==> config.mk <==
export PLATFORM = sky130hd
export DESIGN_NAME = scaled_sample_moving_average_core
export DESIGN_NICKNAME = d
export VERILOG_FILES = /design/src/ssma_pkg.sv /design/src/ssma_regs.sv /design/src/ssma_div.sv /design/src/ssma_dp.sv /design/src/ssma_ctrl.sv /design/src/scaled_sample_moving_average_core.sv
export SDC_FILE = /design/constraint.sdc
export NUM_CORES = 2
export LEC_CHECK = 0
export BUFFER_PORTS_ARGS = -buffer_cell sky130_fd_sc_hd__clkbuf_2
export CORE_ASPECT_RATIO = 0.75
export CORE_MARGIN = 4
export CORE_UTILIZATION = 40
export DETAILED_ROUTE_END_ITERATION = 12
export GPL_ROUTABILITY_DRIVEN = 0
export GPL_TIMING_DRIVEN = 0
export SLEW_MARGIN = 30
export SYNTH_ARGS = -nofsm -noshare
export SYNTH_HDL_FRONTEND = slang
export SYNTH_SLANG_ARGS = --single-unit
export TNS_END_PERCENT = 20
==> constraint.sdc <==
create_clock -name clk_i -period 5 [get_ports clk_i]
set_input_delay 0.75 -clock clk_i [delete_from_list [all_inputs] [get_ports clk_i]]
set_output_delay 0.75 -clock clk_i [all_outputs]
set_load 0.01 [all_outputs]
==> src/ssma_pkg.sv <==
// ----------------------------------------------------------------------------
// ssma_pkg
// Shared types and constants for the scaled sample moving average core:
// field widths, register map, reset values, controller states and the
// command and status groups between controller and datapath.
// ----------------------------------------------------------------------------
package ssma_pkg;

  // default parameter values
  localparam int RingDepthDef = 64;
  localparam int CodeBitsDef  = 12;

  // fixed field widths
  localparam int ValueBits = 28;
  localparam int GainBits  = 16;
  localparam int WlenBits  = 7;
  localparam int AddrBits  = 4;
  localparam int DataBits  = 32;

  localparam logic [ValueBits-1:0] ValueMax = '1;

  // register reset values
  localparam logic [WlenBits-1:0] WlenReset = 7'd10;
  localparam logic [GainBits-1:0] GainReset = 16'd259;

  // register map, word index
  typedef enum logic [1:0] {
    REG_RUN    = 2'd0,
    REG_FILTER = 2'd1,
    REG_WINDOW = 2'd2,
    REG_GAIN   = 2'd3
  } reg_idx_e;

  // controller states
  typedef enum logic [3:0] {
    S_IDLE,
    S_SCALE,
    S_WRITE,
    S_SUM,
    S_PDIV,
    S_PWAIT,
    S_SDIV,
    S_SWAIT,
    S_OUT
  } state_e;

  // controller to datapath
  typedef struct packed {
    logic scale_load;
    logic ring_write;
    logic sum_clear;
    logic sum_run;
    logic div_start;
    logic div_sel_ptr;
    logic ptr_load;
    logic out_load;
    logic out_sel_avg;
  } cmd_t;

  // datapath to controller
  typedef struct packed {
    logic sum_done;
    logic div_busy;
    logic out_free;
  } sts_t;

endpackage

==> src/ssma_regs.sv <==
// ----------------------------------------------------------------------------
// ssma_regs
// APB-style configuration registers: run enable, filter enable, window
// length and scale gain, with read back.
// ----------------------------------------------------------------------------
module ssma_regs
  import ssma_pkg::*;
(
  input  logic                clk_i,
  input  logic                rst_ni,
  input  logic                psel,
  input  logic                penable,
  input  logic                pwrite,
  input  logic [AddrBits-1:0] paddr,
  input  logic [DataBits-1:0] pwdata,
  output logic [DataBits-1:0] prdata,
  output logic                pready,
  output logic                run_en_o,
  output logic                filt_en_o,
  output logic [WlenBits-1:0] win_len_o,
  output logic [GainBits-1:0] gain_o
);

  logic                run_q;
  logic                filt_q;
  logic [WlenBits-1:0] wlen_q;
  logic [GainBits-1:0] gain_q;
  logic                wr_en;
  reg_idx_e            idx;

  assign pready = 1'b1;
  assign wr_en  = psel & penable & pwrite;
  assign idx    = reg_idx_e'(paddr[3:2]);

  // register write
  always_ff @(posedge clk_i or negedge rst_ni) begin
    if (!rst_ni) begin
      run_q  <= 1'b0;
      filt_q <= 1'b0;
      wlen_q <= WlenReset;
      gain_q <= GainReset;
    end else if (wr_en) begin
      unique case (idx)
        REG_RUN:    run_q  <= pwdata[0];
        REG_FILTER: filt_q <= pwdata[0];
        REG_WINDOW: wlen_q <= pwdata[WlenBits-1:0];
        REG_GAIN:   gain_q <= pwdata[GainBits-1:0];
        default:    ;
      endcase
    end
  end

  // read back
  always_comb begin
    prdata = '0;
    unique case (idx)
      REG_RUN:    prdata = DataBits'(run_q);
      REG_FILTER: prdata = DataBits'(filt_q);
      REG_WINDOW: prdata = DataBits'(wlen_q);
      REG_GAIN:   prdata = DataBits'(gain_q);
      default:    prdata = '0;
    endcase
  end

  assign run_en_o  = run_q;
  assign filt_en_o = filt_q;
  assign win_len_o = wlen_q;
  assign gain_o    = gain_q;

endmodule

==> src/ssma_div.sv <==
// ----------------------------------------------------------------------------
// ssma_div
// Restoring unsigned divider, one quotient bit per cycle. Gives quotient
// and remainder once busy falls.
// ----------------------------------------------------------------------------
module ssma_div #(
  parameter int DivdW = 34,
  parameter int DsorW = 7
) (
  input  logic             clk_i,
  input  logic             rst_ni,
  input  logic             start_i,
  input  logic [DivdW-1:0] dividend_i,
  input  logic [DsorW-1:0] divisor_i,
  output logic             busy_o,
  output logic [DivdW-1:0] quotient_o,
  output logic [DsorW-1:0] remainder_o
);

  localparam int CntW = $clog2(DivdW + 1);

  logic [DivdW-1:0] quo_q, quo_d;
  logic [DsorW-1:0] rem_q, rem_d;
  logic [CntW-1:0]  cnt_q, cnt_d;
  logic [DsorW:0]   trial;
  logic [DsorW:0]   diff;
  logic             fits;

  // one restoring step
  assign trial = {rem_q, quo_q[DivdW-1]};
  assign fits  = trial >= {1'b0, divisor_i};
  assign diff  = trial - {1'b0, divisor_i};

  always_comb begin
    quo_d = quo_q;
    rem_d = rem_q;
    cnt_d = cnt_q;
    if (start_i) begin
      quo_d = dividend_i;
      rem_d = '0;
      cnt_d = CntW'(DivdW);
    end else if (cnt_q != '0) begin
      quo_d = {quo_q[DivdW-2:0], fits};
      rem_d = fits ? diff[DsorW-1:0] : trial[DsorW-1:0];
      cnt_d = cnt_q - CntW'(1);
    end
  end

  // step counter
  always_ff @(posedge clk_i or negedge rst_ni) begin
    if (!rst_ni) begin
      cnt_q <= '0;
    end else begin
      cnt_q <= cnt_d;
    end
  end

  // working registers
  always_ff @(posedge clk_i) begin
    quo_q <= quo_d;
    rem_q <= rem_d;
  end

  assign busy_o      = cnt_q != '0;
  assign quotient_o  = quo_q;
  assign remainder_o = rem_q;

endmodule

==> src/ssma_dp.sv <==
// ----------------------------------------------------------------------------
// ssma_dp
// Datapath: gain multiplier, sample ring with per-slot valid bits, write
// pointer, sweep accumulator, shared divider and the output register.
// ----------------------------------------------------------------------------
module ssma_dp
  import ssma_pkg::*;
#(
  parameter int RingDepth = RingDepthDef,
  parameter int CodeBits  = CodeBitsDef
) (
  input  logic                 clk_i,
  input  logic                 rst_ni,
  input  cmd_t                 cmd_i,
  output sts_t                 sts_o,
  input  logic [CodeBits-1:0]  sample_code_i,
  input  logic [WlenBits-1:0]  win_len_i,
  input  logic [GainBits-1:0]  gain_i,
  output logic [ValueBits-1:0] filtered_value_o,
  output logic                 out_valid_o,
  input  logic                 out_ready_i
);

  localparam int PtrW  = $clog2(RingDepth);
  localparam int WinW  = $clog2(RingDepth + 1);
  localparam int CmpW  = (WinW > WlenBits) ? WinW : WlenBits;
  localparam int SumW  = ValueBits + PtrW;
  localparam int ProdW = CodeBits + GainBits;
  localparam int ExtW  = (ProdW > ValueBits) ? ProdW : ValueBits;

  logic [ProdW-1:0]     prod_q;
  logic [ExtW-1:0]      prod_ext;
  logic [ValueBits-1:0] scaled;
  logic [CmpW-1:0]      wlen_ext;
  logic [WinW-1:0]      win;
  logic [PtrW-1:0]      ptr_q;
  logic [ValueBits-1:0] ring_mem [RingDepth];
  logic [RingDepth-1:0] vld_q;
  logic [ValueBits-1:0] rd_data_q;
  logic                 rd_vld_q;
  logic                 pend_q;
  logic [WinW-1:0]      cnt_q;
  logic                 rd_en;
  logic [SumW-1:0]      acc_q;
  logic [SumW-1:0]      div_dividend;
  logic                 div_busy;
  logic [SumW-1:0]      div_quo;
  logic [WinW-1:0]      div_rem;
  logic [ValueBits-1:0] out_q;
  logic                 out_vld_q;

  // scale by the gain, registered straight after the multiplier
  always_ff @(posedge clk_i) begin
    if (cmd_i.scale_load) begin
      prod_q <= sample_code_i * gain_i;
    end
  end

  // saturate to the value width
  assign prod_ext = ExtW'(prod_q);
  assign scaled   = (prod_ext > ExtW'(ValueMax)) ? ValueMax : prod_ext[ValueBits-1:0];

  // effective window: zero reads as one, clipped to the ring depth
  assign wlen_ext = CmpW'(win_len_i);
  always_comb begin
    if (wlen_ext == '0) begin
      win = WinW'(1);
    end else if (wlen_ext > CmpW'(RingDepth)) begin
      win = WinW'(RingDepth);
    end else begin
      win = wlen_ext[WinW-1:0];
    end
  end

  // sweep read enable
  assign rd_en = cmd_i.sum_run && (cnt_q != win);

  // ring memory, one write and one registered read
  always_ff @(posedge clk_i) begin
    if (cmd_i.ring_write) begin
      ring_mem[ptr_q] <= scaled;
    end
    if (rd_en) begin
      rd_data_q <= ring_mem[cnt_q[PtrW-1:0]];
    end
  end

  // slot valid bits, a slot never written reads as zero
  always_ff @(posedge clk_i or negedge rst_ni) begin
    if (!rst_ni) begin
      vld_q    <= '0;
      rd_vld_q <= 1'b0;
    end else begin
      if (cmd_i.ring_write) begin
        vld_q[ptr_q] <= 1'b1;
      end
      if (rd_en) begin
        rd_vld_q <= vld_q[cnt_q[PtrW-1:0]];
      end
    end
  end

  // sweep counter and accumulator
  always_ff @(posedge clk_i or negedge rst_ni) begin
    if (!rst_ni) begin
      cnt_q  <= '0;
      pend_q <= 1'b0;
    end else if (cmd_i.sum_clear) begin
      cnt_q  <= '0;
      pend_q <= 1'b0;
    end else if (cmd_i.sum_run) begin
      pend_q <= rd_en;
      if (rd_en) begin
        cnt_q <= cnt_q + WinW'(1);
      end
    end
  end

  always_ff @(posedge clk_i) begin
    if (cmd_i.sum_clear) begin
      acc_q <= '0;
    end else if (cmd_i.sum_run && pend_q && rd_vld_q) begin
      acc_q <= acc_q + SumW'(rd_data_q);
    end
  end

  assign sts_o.sum_done = (cnt_q == win) && !pend_q;

  // shared divider: pointer wrap first, then the mean
  assign div_dividend = cmd_i.div_sel_ptr ? (SumW'(ptr_q) + SumW'(1)) : acc_q;

  ssma_div #(
    .DivdW (SumW),
    .DsorW (WinW)
  ) u_div (
    .clk_i       (clk_i),
    .rst_ni      (rst_ni),
    .start_i     (cmd_i.div_start),
    .dividend_i  (div_dividend),
    .divisor_i   (win),
    .busy_o      (div_busy),
    .quotient_o  (div_quo),
    .remainder_o (div_rem)
  );

  assign sts_o.div_busy = div_busy;

  // write pointer
  always_ff @(posedge clk_i or negedge rst_ni) begin
    if (!rst_ni) begin
      ptr_q <= '0;
    end else if (cmd_i.ptr_load) begin
      ptr_q <= div_rem[PtrW-1:0];
    end
  end

  // output register
  always_ff @(posedge clk_i or negedge rst_ni) begin
    if (!rst_ni) begin
      out_vld_q <= 1'b0;
    end else if (cmd_i.out_load) begin
      out_vld_q <= 1'b1;
    end else if (out_ready_i) begin
      out_vld_q <= 1'b0;
    end
  end

  always_ff @(posedge clk_i) begin
    if (cmd_i.out_load) begin
      out_q <= cmd_i.out_sel_avg ? div_quo[ValueBits-1:0] : scaled;
    end
  end

  assign sts_o.out_free   = !out_vld_q || out_ready_i;
  assign filtered_value_o = out_q;
  assign out_valid_o      = out_vld_q;

endmodule

==> src/ssma_ctrl.sv <==
// ----------------------------------------------------------------------------
// ssma_ctrl
// Controller: sequences scaling, ring write, window sweep, pointer wrap,
// mean division and hand-off to the output register.
// ----------------------------------------------------------------------------
module ssma_ctrl
  import ssma_pkg::*;
(
  input  logic clk_i,
  input  logic rst_ni,
  input  logic in_valid_i,
  output logic in_ready_o,
  input  logic run_en_i,
  input  logic filt_en_i,
  input  sts_t sts_i,
  output cmd_t cmd_o
);

  state_e state_q, state_d;
  logic   accept;

  assign in_ready_o = state_q == S_IDLE;
  assign accept     = in_valid_i && in_ready_o;

  always_ff @(posedge clk_i or negedge rst_ni) begin
    if (!rst_ni) begin
      state_q <= S_IDLE;
    end else begin
      state_q <= state_d;
    end
  end

  // next state
  always_comb begin
    state_d = state_q;
    unique case (state_q)
      S_IDLE:  if (accept && run_en_i) state_d = S_SCALE;
      S_SCALE: state_d = filt_en_i ? S_WRITE : S_OUT;
      S_WRITE: state_d = S_SUM;
      S_SUM:   if (sts_i.sum_done) state_d = S_PDIV;
      S_PDIV:  state_d = S_PWAIT;
      S_PWAIT: if (!sts_i.div_busy) state_d = S_SDIV;
      S_SDIV:  state_d = S_SWAIT;
      S_SWAIT: if (!sts_i.div_busy) state_d = S_OUT;
      S_OUT:   if (sts_i.out_free) state_d = S_IDLE;
      default: state_d = S_IDLE;
    endcase
  end

  // commands
  always_comb begin
    cmd_o = '0;
    unique case (state_q)
      S_IDLE:  cmd_o.scale_load = accept;
      S_WRITE: begin
        cmd_o.ring_write = 1'b1;
        cmd_o.sum_clear  = 1'b1;
      end
      S_SUM:   cmd_o.sum_run = 1'b1;
      S_PDIV:  begin
        cmd_o.div_start   = 1'b1;
        cmd_o.div_sel_ptr = 1'b1;
      end
      S_PWAIT: cmd_o.ptr_load = !sts_i.div_busy;
      S_SDIV:  cmd_o.div_start = 1'b1;
      S_OUT:   begin
        cmd_o.out_load    = sts_i.out_free;
        cmd_o.out_sel_avg = filt_en_i;
      end
      default: cmd_o = '0;
    endcase
  end

endmodule

==> src/scaled_sample_moving_average_core.sv <==
// ----------------------------------------------------------------------------
// scaled_sample_moving_average_core
// Scales each converter code by a Q8.8 gain and either passes the scaled
// value or gives the truncated mean over a ring of recent values.
//
// Input channel sample_code_i / in_valid_i / in_ready_o takes one code per
// request; output channel filtered_value_o / out_valid_o / out_ready_i gives
// at most one result per request. Nothing comes out while run is off.
// The block works on one request at a time; in_ready_o is high only while
// the controller is idle. Pass-through goes from the scale step straight
// to the output step, which loads the result register once it is free.
// With the filter on, the scaled value is written to the ring, the window
// of W ring slots is swept into the accumulator, W the window length,
// then two passes go through the bit-serial divider on a dividend of
// 28 + log2(ring depth) bits (34 at the default depth), first for the
// pointer wrap, then for the mean.
// A finished result sits in the output register; a stalled receiver holds
// only the next result, the next request is accepted meanwhile.
// Reset clears the controller, pointer, slot valid bits and registers at
// once; no clearing pass is needed.
// ----------------------------------------------------------------------------
module scaled_sample_moving_average_core
  import ssma_pkg::*;
#(
  parameter int RING_DEPTH = RingDepthDef,
  parameter int CODE_BITS  = CodeBitsDef
) (
  input  logic                 clk_i,
  input  logic                 rst_ni,
  input  logic                 psel,
  input  logic                 penable,
  input  logic                 pwrite,
  input  logic [AddrBits-1:0]  paddr,
  input  logic [DataBits-1:0]  pwdata,
  output logic [DataBits-1:0]  prdata,
  output logic                 pready,
  input  logic [CODE_BITS-1:0] sample_code_i,
  input  logic                 in_valid_i,
  output logic                 in_ready_o,
  output logic [ValueBits-1:0] filtered_value_o,
  output logic                 out_valid_o,
  input  logic                 out_ready_i
);

  logic                run_en;
  logic                filt_en;
  logic [WlenBits-1:0] win_len;
  logic [GainBits-1:0] gain;
  cmd_t                cmd;
  sts_t                sts;

  // configuration registers
  ssma_regs u_regs (
    .clk_i     (clk_i),
    .rst_ni    (rst_ni),
    .psel      (psel),
    .penable   (penable),
    .pwrite    (pwrite),
    .paddr     (paddr),
    .pwdata    (pwdata),
    .prdata    (prdata),
    .pready    (pready),
    .run_en_o  (run_en),
    .filt_en_o (filt_en),
    .win_len_o (win_len),
    .gain_o    (gain)
  );

  // sequencing
  ssma_ctrl u_ctrl (
    .clk_i      (clk_i),
    .rst_ni     (rst_ni),
    .in_valid_i (in_valid_i),
    .in_ready_o (in_ready_o),
    .run_en_i   (run_en),
    .filt_en_i  (filt_en),
    .sts_i      (sts),
    .cmd_o      (cmd)
  );

  // arithmetic and storage
  ssma_dp #(
    .RingDepth (RING_DEPTH),
    .CodeBits  (CODE_BITS)
  ) u_dp (
    .clk_i            (clk_i),
    .rst_ni           (rst_ni),
    .cmd_i            (cmd),
    .sts_o            (sts),
    .sample_code_i    (sample_code_i),
    .win_len_i        (win_len),
    .gain_i           (gain),
    .filtered_value_o (filtered_value_o),
    .out_valid_o      (out_valid_o),
    .out_ready_i      (out_ready_i)
  );

  // divider never restarted mid-run
  a_div_no_restart: assert property (@(posedge clk_i) disable iff (!rst_ni)
    cmd.div_start |-> !sts.div_busy)
    else $error("divider started while busy");

  // an unclaimed result is never overwritten
  a_out_no_overwrite: assert property (@(posedge clk_i) disable iff (!rst_ni)
    cmd.out_load |-> sts.out_free)
    else $error("output register overwritten");

  // idle controller leaves the divider quiet
  a_idle_div_quiet: assert property (@(posedge clk_i) disable iff (!rst_ni)
    in_ready_o |-> !sts.div_busy)
    else $error("divider busy while idle");

  // a new result follows a load of the output register
  a_out_from_load: assert property (@(posedge clk_i) disable iff (!rst_ni)
    (!out_valid_o || out_ready_i) && !cmd.out_load |=> !out_valid_o)
    else $error("result appeared without a load");

endmodule
==> flow_metrics.tcl <==
set metrics [dict create \
    outcome "complete, but fails checks" \
    violations "negative setup slack" \
    cts_tree "built" \
    synthAdderAreaFrac_pct 4.78 \
    tns_ns -1.02 \
    grt_max_degree 79 \
    synth.avg_cell_area_sq_um 19.4 \
    clkLatencyLatePin_ns 0.87 \
    min-delay-start "pwdata[12]" \
    place_hpwl_um 170000 \
    rsz0062_at_grt "yes" \
    place_ws_ns -1.03 \
    internal-power_w 0.0393 \
    final.fill_count 17660 \
    yosys.area_share.xor_xnor_pct 0.604 \
    r2r_setup_slack_ns -0.22 \
    clock_power_share_pct 24.2 \
    worstSetupPathType "reg2reg" \
    die_area_sq_um 225000 \
    multi_input_area_sq_um 25100 \
    grt-ovfl-total 0 \
    synth_seq_cells 2066 \
    pwr-share-comb_pct 37.7 \
    p_sw_w 0.0199 \
    wl_um 237000 \
    synthSimpleGateAreaFrac_pct 3.84 \
    cts_buffer_depth 4 \
    grt_first_pass_wirelength_um 338000 \
    synthFlopType "edfxtp_1" \
    clock_skew_ns 0.0688 \
    synth_area_leaders "edfxtp_1, mux4_2, fa_1" \
    worst_pin_slew_ns 1.04 \
    vias_per_cell 5.73 \
    path_max_fanout 5 \
    drt-initial-drc-count 6373 \
    maxSlewHeadroom_pct 31.0 \
    firstDrtPassIters 5 \
    fmax_ghz 0.192 \
    routed-via-count 45357 \
    r2r_start "u_regs.gain_o[1]" \
    postRouteAntennaNets 0 \
    syn_area_sq_um 87000 \
    fin_crit_ns 5.22 \
    synthMuxAreaShare_pct 16.7 \
    seqPwrFrac_pct 38.1 \
    htreeDepth 4 \
    netlist-cell-type-count 67 \
    syn_to_final_growth_pct 17.2 \
    hold_class "in2reg" \
    fp.dieH_um 412 \
    worstReg2RegEnd "u_dp.prod_ext[26]" \
    hold_violations 0 \
    finalCritPeriodShare_pct 104 \
    synth_cells 4474 \
    synth_warnings 0 \
    hold_path_depth 2 \
    layout.area.seq_sq_um 61100 \
    clkSlewWorstSetupHoldPaths_ns 0.06 \
    grt_pass1_vias 44536 \
    p_per_area_nw_per_um2 581 \
    drive_above_1_share_pct 30.7 \
    port_buffers 82 \
    ys_async_sr_fraction_pct 5.57 \
    row_count 147 \
    root_buffer "clkbuf_16" \
    critPathArrivalTime_ns 5.78 \
    seq_area_frac_synth_pct 70.2 \
    routedWlPerCell_um 29.9 \
    nets 5234 \
    yosys.area.top_type "edfxtp_1" \
    startpoint_type "register" \
    setup_ws_ns -0.221 \
    hold_end "u_regs.gain_o[12]" \
    synth_edf_count 1910 \
    cts_buffers 196 \
    ir_drop_mv 1.06 \
    synth_compound_area_share_pct 1.83 \
    grt_usage_pct 21.0 \
    worst_setup_path_end_kind "register" \
    slew_violations 0 \
    synth_top_cell_area_share_pct 65.9 \
    ioPinCount 118 \
    drc_errors 0 \
    synth_top_family_by_area "multiplexers" \
    initial_core_util_pct 40.4 \
    antenna_found_initial 13 \
    core_sq_um 215000 \
    leakagePower_nw 33.8 \
    timing.max_cap.violations 0 \
    clock-sinks 2066 \
    ff2ff_path_depth 18 \
    netSwitchingFraction_pct 33.7 \
    die_x_um 547 \
    setup_viol 8 \
    required_ns 5.56 \
]
-- worst max-delay path: stages, from the launching register on --
cell     delay [ns]
dfstp_2        0.61
buf_4          0.19
and2_1         0.15
fa_1           0.43
fa_1           0.51
fa_1           0.47
fa_1           0.51
inv_1          0.06
fa_1           0.50
inv_2          0.05
ha_4           0.31
a21oi_4        0.07
o21ai_4        0.22
a21oi_4        0.10
nor2b_2        0.15
o31a_1         0.21
nand2_1        0.09
o21a_1         0.21
xnor2_1        0.12
-- state kept, by name, indices dropped and copies added (netlist names), 6 cells and up --
register                cells
u_dp.ring_mem            1792
u_dp.u_div.remainder_o      7
u_dp.ptr_q                  6
u_dp.vld_q                 64
u_regs.gain_o              16
u_dp.u_div.cnt_q            6
u_dp.rd_data_q             28
u_dp.acc_q                 34
u_dp.u_div.quotient_o      34
u_dp.prod_ext              28
u_regs.win_len_o            7
u_dp.cnt_q                  7
u_dp.filtered_value_o      28
-- per-stage QoR --
stage                     util [%]  cell area, sq um  total power (W)  instances  hold slack (ns)
final                         47.4            102000           0.0592       7911            0.169
after global routing          47.4            102000           0.0620       7908            0.135
after CTS                     47.3            102000           0.0587       7902            0.116
after detailed placement      44.3             95300           0.0428       7534            0.450
after global placement        42.4             91300           0.0424       7402            0.444
after floorplan                  -             87300           0.0355       4489            0.434
-- logic make-up (layout without fill, tap and decap cells) --
| kind of cell | count (synthesis) | after routing |
|---|---|---|
| mux | 681 | 681 |
| flops | 2066 | 2066 |
| fa+ha+maj | 247 | 247 |
| other cells | 2 | 20 |
| simple gates | 707 | 707 |
| buf+inv | 449 | 1037 |
| compound gates | 262 | 262 |
| xor+xnor | 60 | 60 |
-- cell usage after synthesis, drive strengths merged, types with 18 or more instances --
cell,n
xnor2,38
xor2,22
fa,142
a21o,18
buf,81
o21ai,74
and2,68
nor2b,20
ha,105
dfxtp,41
clkbuf,183
dfrtp,110
nor2,132
a21oi,92
edfxtp,1910
inv,185
mux2,61
nand3,54
mux4,608
nand2,282
or2,68
-- layout make-up --
class                   instances  share of cell area [%]
diodes                          3                 0.00736
plain buffers                 263                    1.54
clock buffers                 258                    5.17
clock inverters                85                   0.682
inverters                     185                   0.681
multi-input cells            1974                    24.6
flip-flops and latches       2066                    59.9
well taps                    2831                    3.47
repair buffers                246                    3.92
-- how the worst max path moves through the flow --
stage                           from                end  slack [ns]
finish              u_regs.gain_o[1]  u_dp.prod_ext[26]       -0.22
global route        u_regs.gain_o[2]  u_dp.prod_ext[25]       -0.34
CTS                 u_regs.gain_o[8]  u_dp.prod_ext[26]       -0.26
detailed placement  sample_code_i[5]  u_dp.prod_ext[27]       -1.03
global placement    sample_code_i[5]  u_dp.prod_ext[25]       -1.09
floorplan           sample_code_i[5]  u_dp.prod_ext[25]       -0.12
-- layout by cell type, fill, tap and decap left out, types with 27 or more instances in the layout --
master / netlist / layout
clkbuf_2: 0 / 114
inv_1: 185 / 174
buf_16: 0 / 96
xnor2_1: 38 / 38
clkinv_1: 0 / 35
nand3_1: 54 / 49
ha_1: 105 / 89
buf_2: 36 / 48
o21ai_0: 74 / 71
dfxtp_1: 41 / 41
clkinv_2: 0 / 29
nand2_1: 282 / 264
mux2_2: 61 / 61
or2_2: 67 / 66
fa_1: 142 / 132
mux4_2: 608 / 608
clkbuf_4: 0 / 32
and2_1: 67 / 62
dfrtp_1: 110 / 100
nor2_1: 130 / 63
a21oi_1: 92 / 86
nor2_4: 0 / 66
buf_4: 18 / 45
clkbuf_1: 181 / 151
buf_12: 0 / 27
clkbuf_16: 0 / 206
edfxtp_1: 1910 / 1910
-- what timing repair did --
item	4_1_cts	5_1_grt
setup buffers	25	6
hold buffers	1	0
pin swaps	34	29
resized for setup	97	26
endpoints found under the hold margin	32	0
gates cloned	0	0
setup endpoints to repair	17	13
-- routing by layer --
metal | part of all wire, % | up-vias | GRT usage [%]
met5 | 0 | - | 0
met4 | 2.0 | 0 | 4.11
met3 | 9.5 | 307 | 4.79
met2 | 43 | 2019 | 30.1
met1 | 45 | 24435 | 32.9
li1 | - | 18596 | -
-- power by group through the flow --
| stage | logic (W) | clock network, W | registers [W] |
|---|---|---|---|
| floorplan | 0.0127 | 0 | 0.0228 |
| global placement | 0.0191 | 0 | 0.0233 |
| detailed placement | 0.0199 | 0 | 0.0229 |
| CTS | 0.0216 | 0.0146 | 0.0225 |
| global route | 0.0241 | 0.0153 | 0.0226 |
| finish | 0.0223 | 0.0143 | 0.0226 |
No activity file was read; power rests on OpenSTA's default activity.
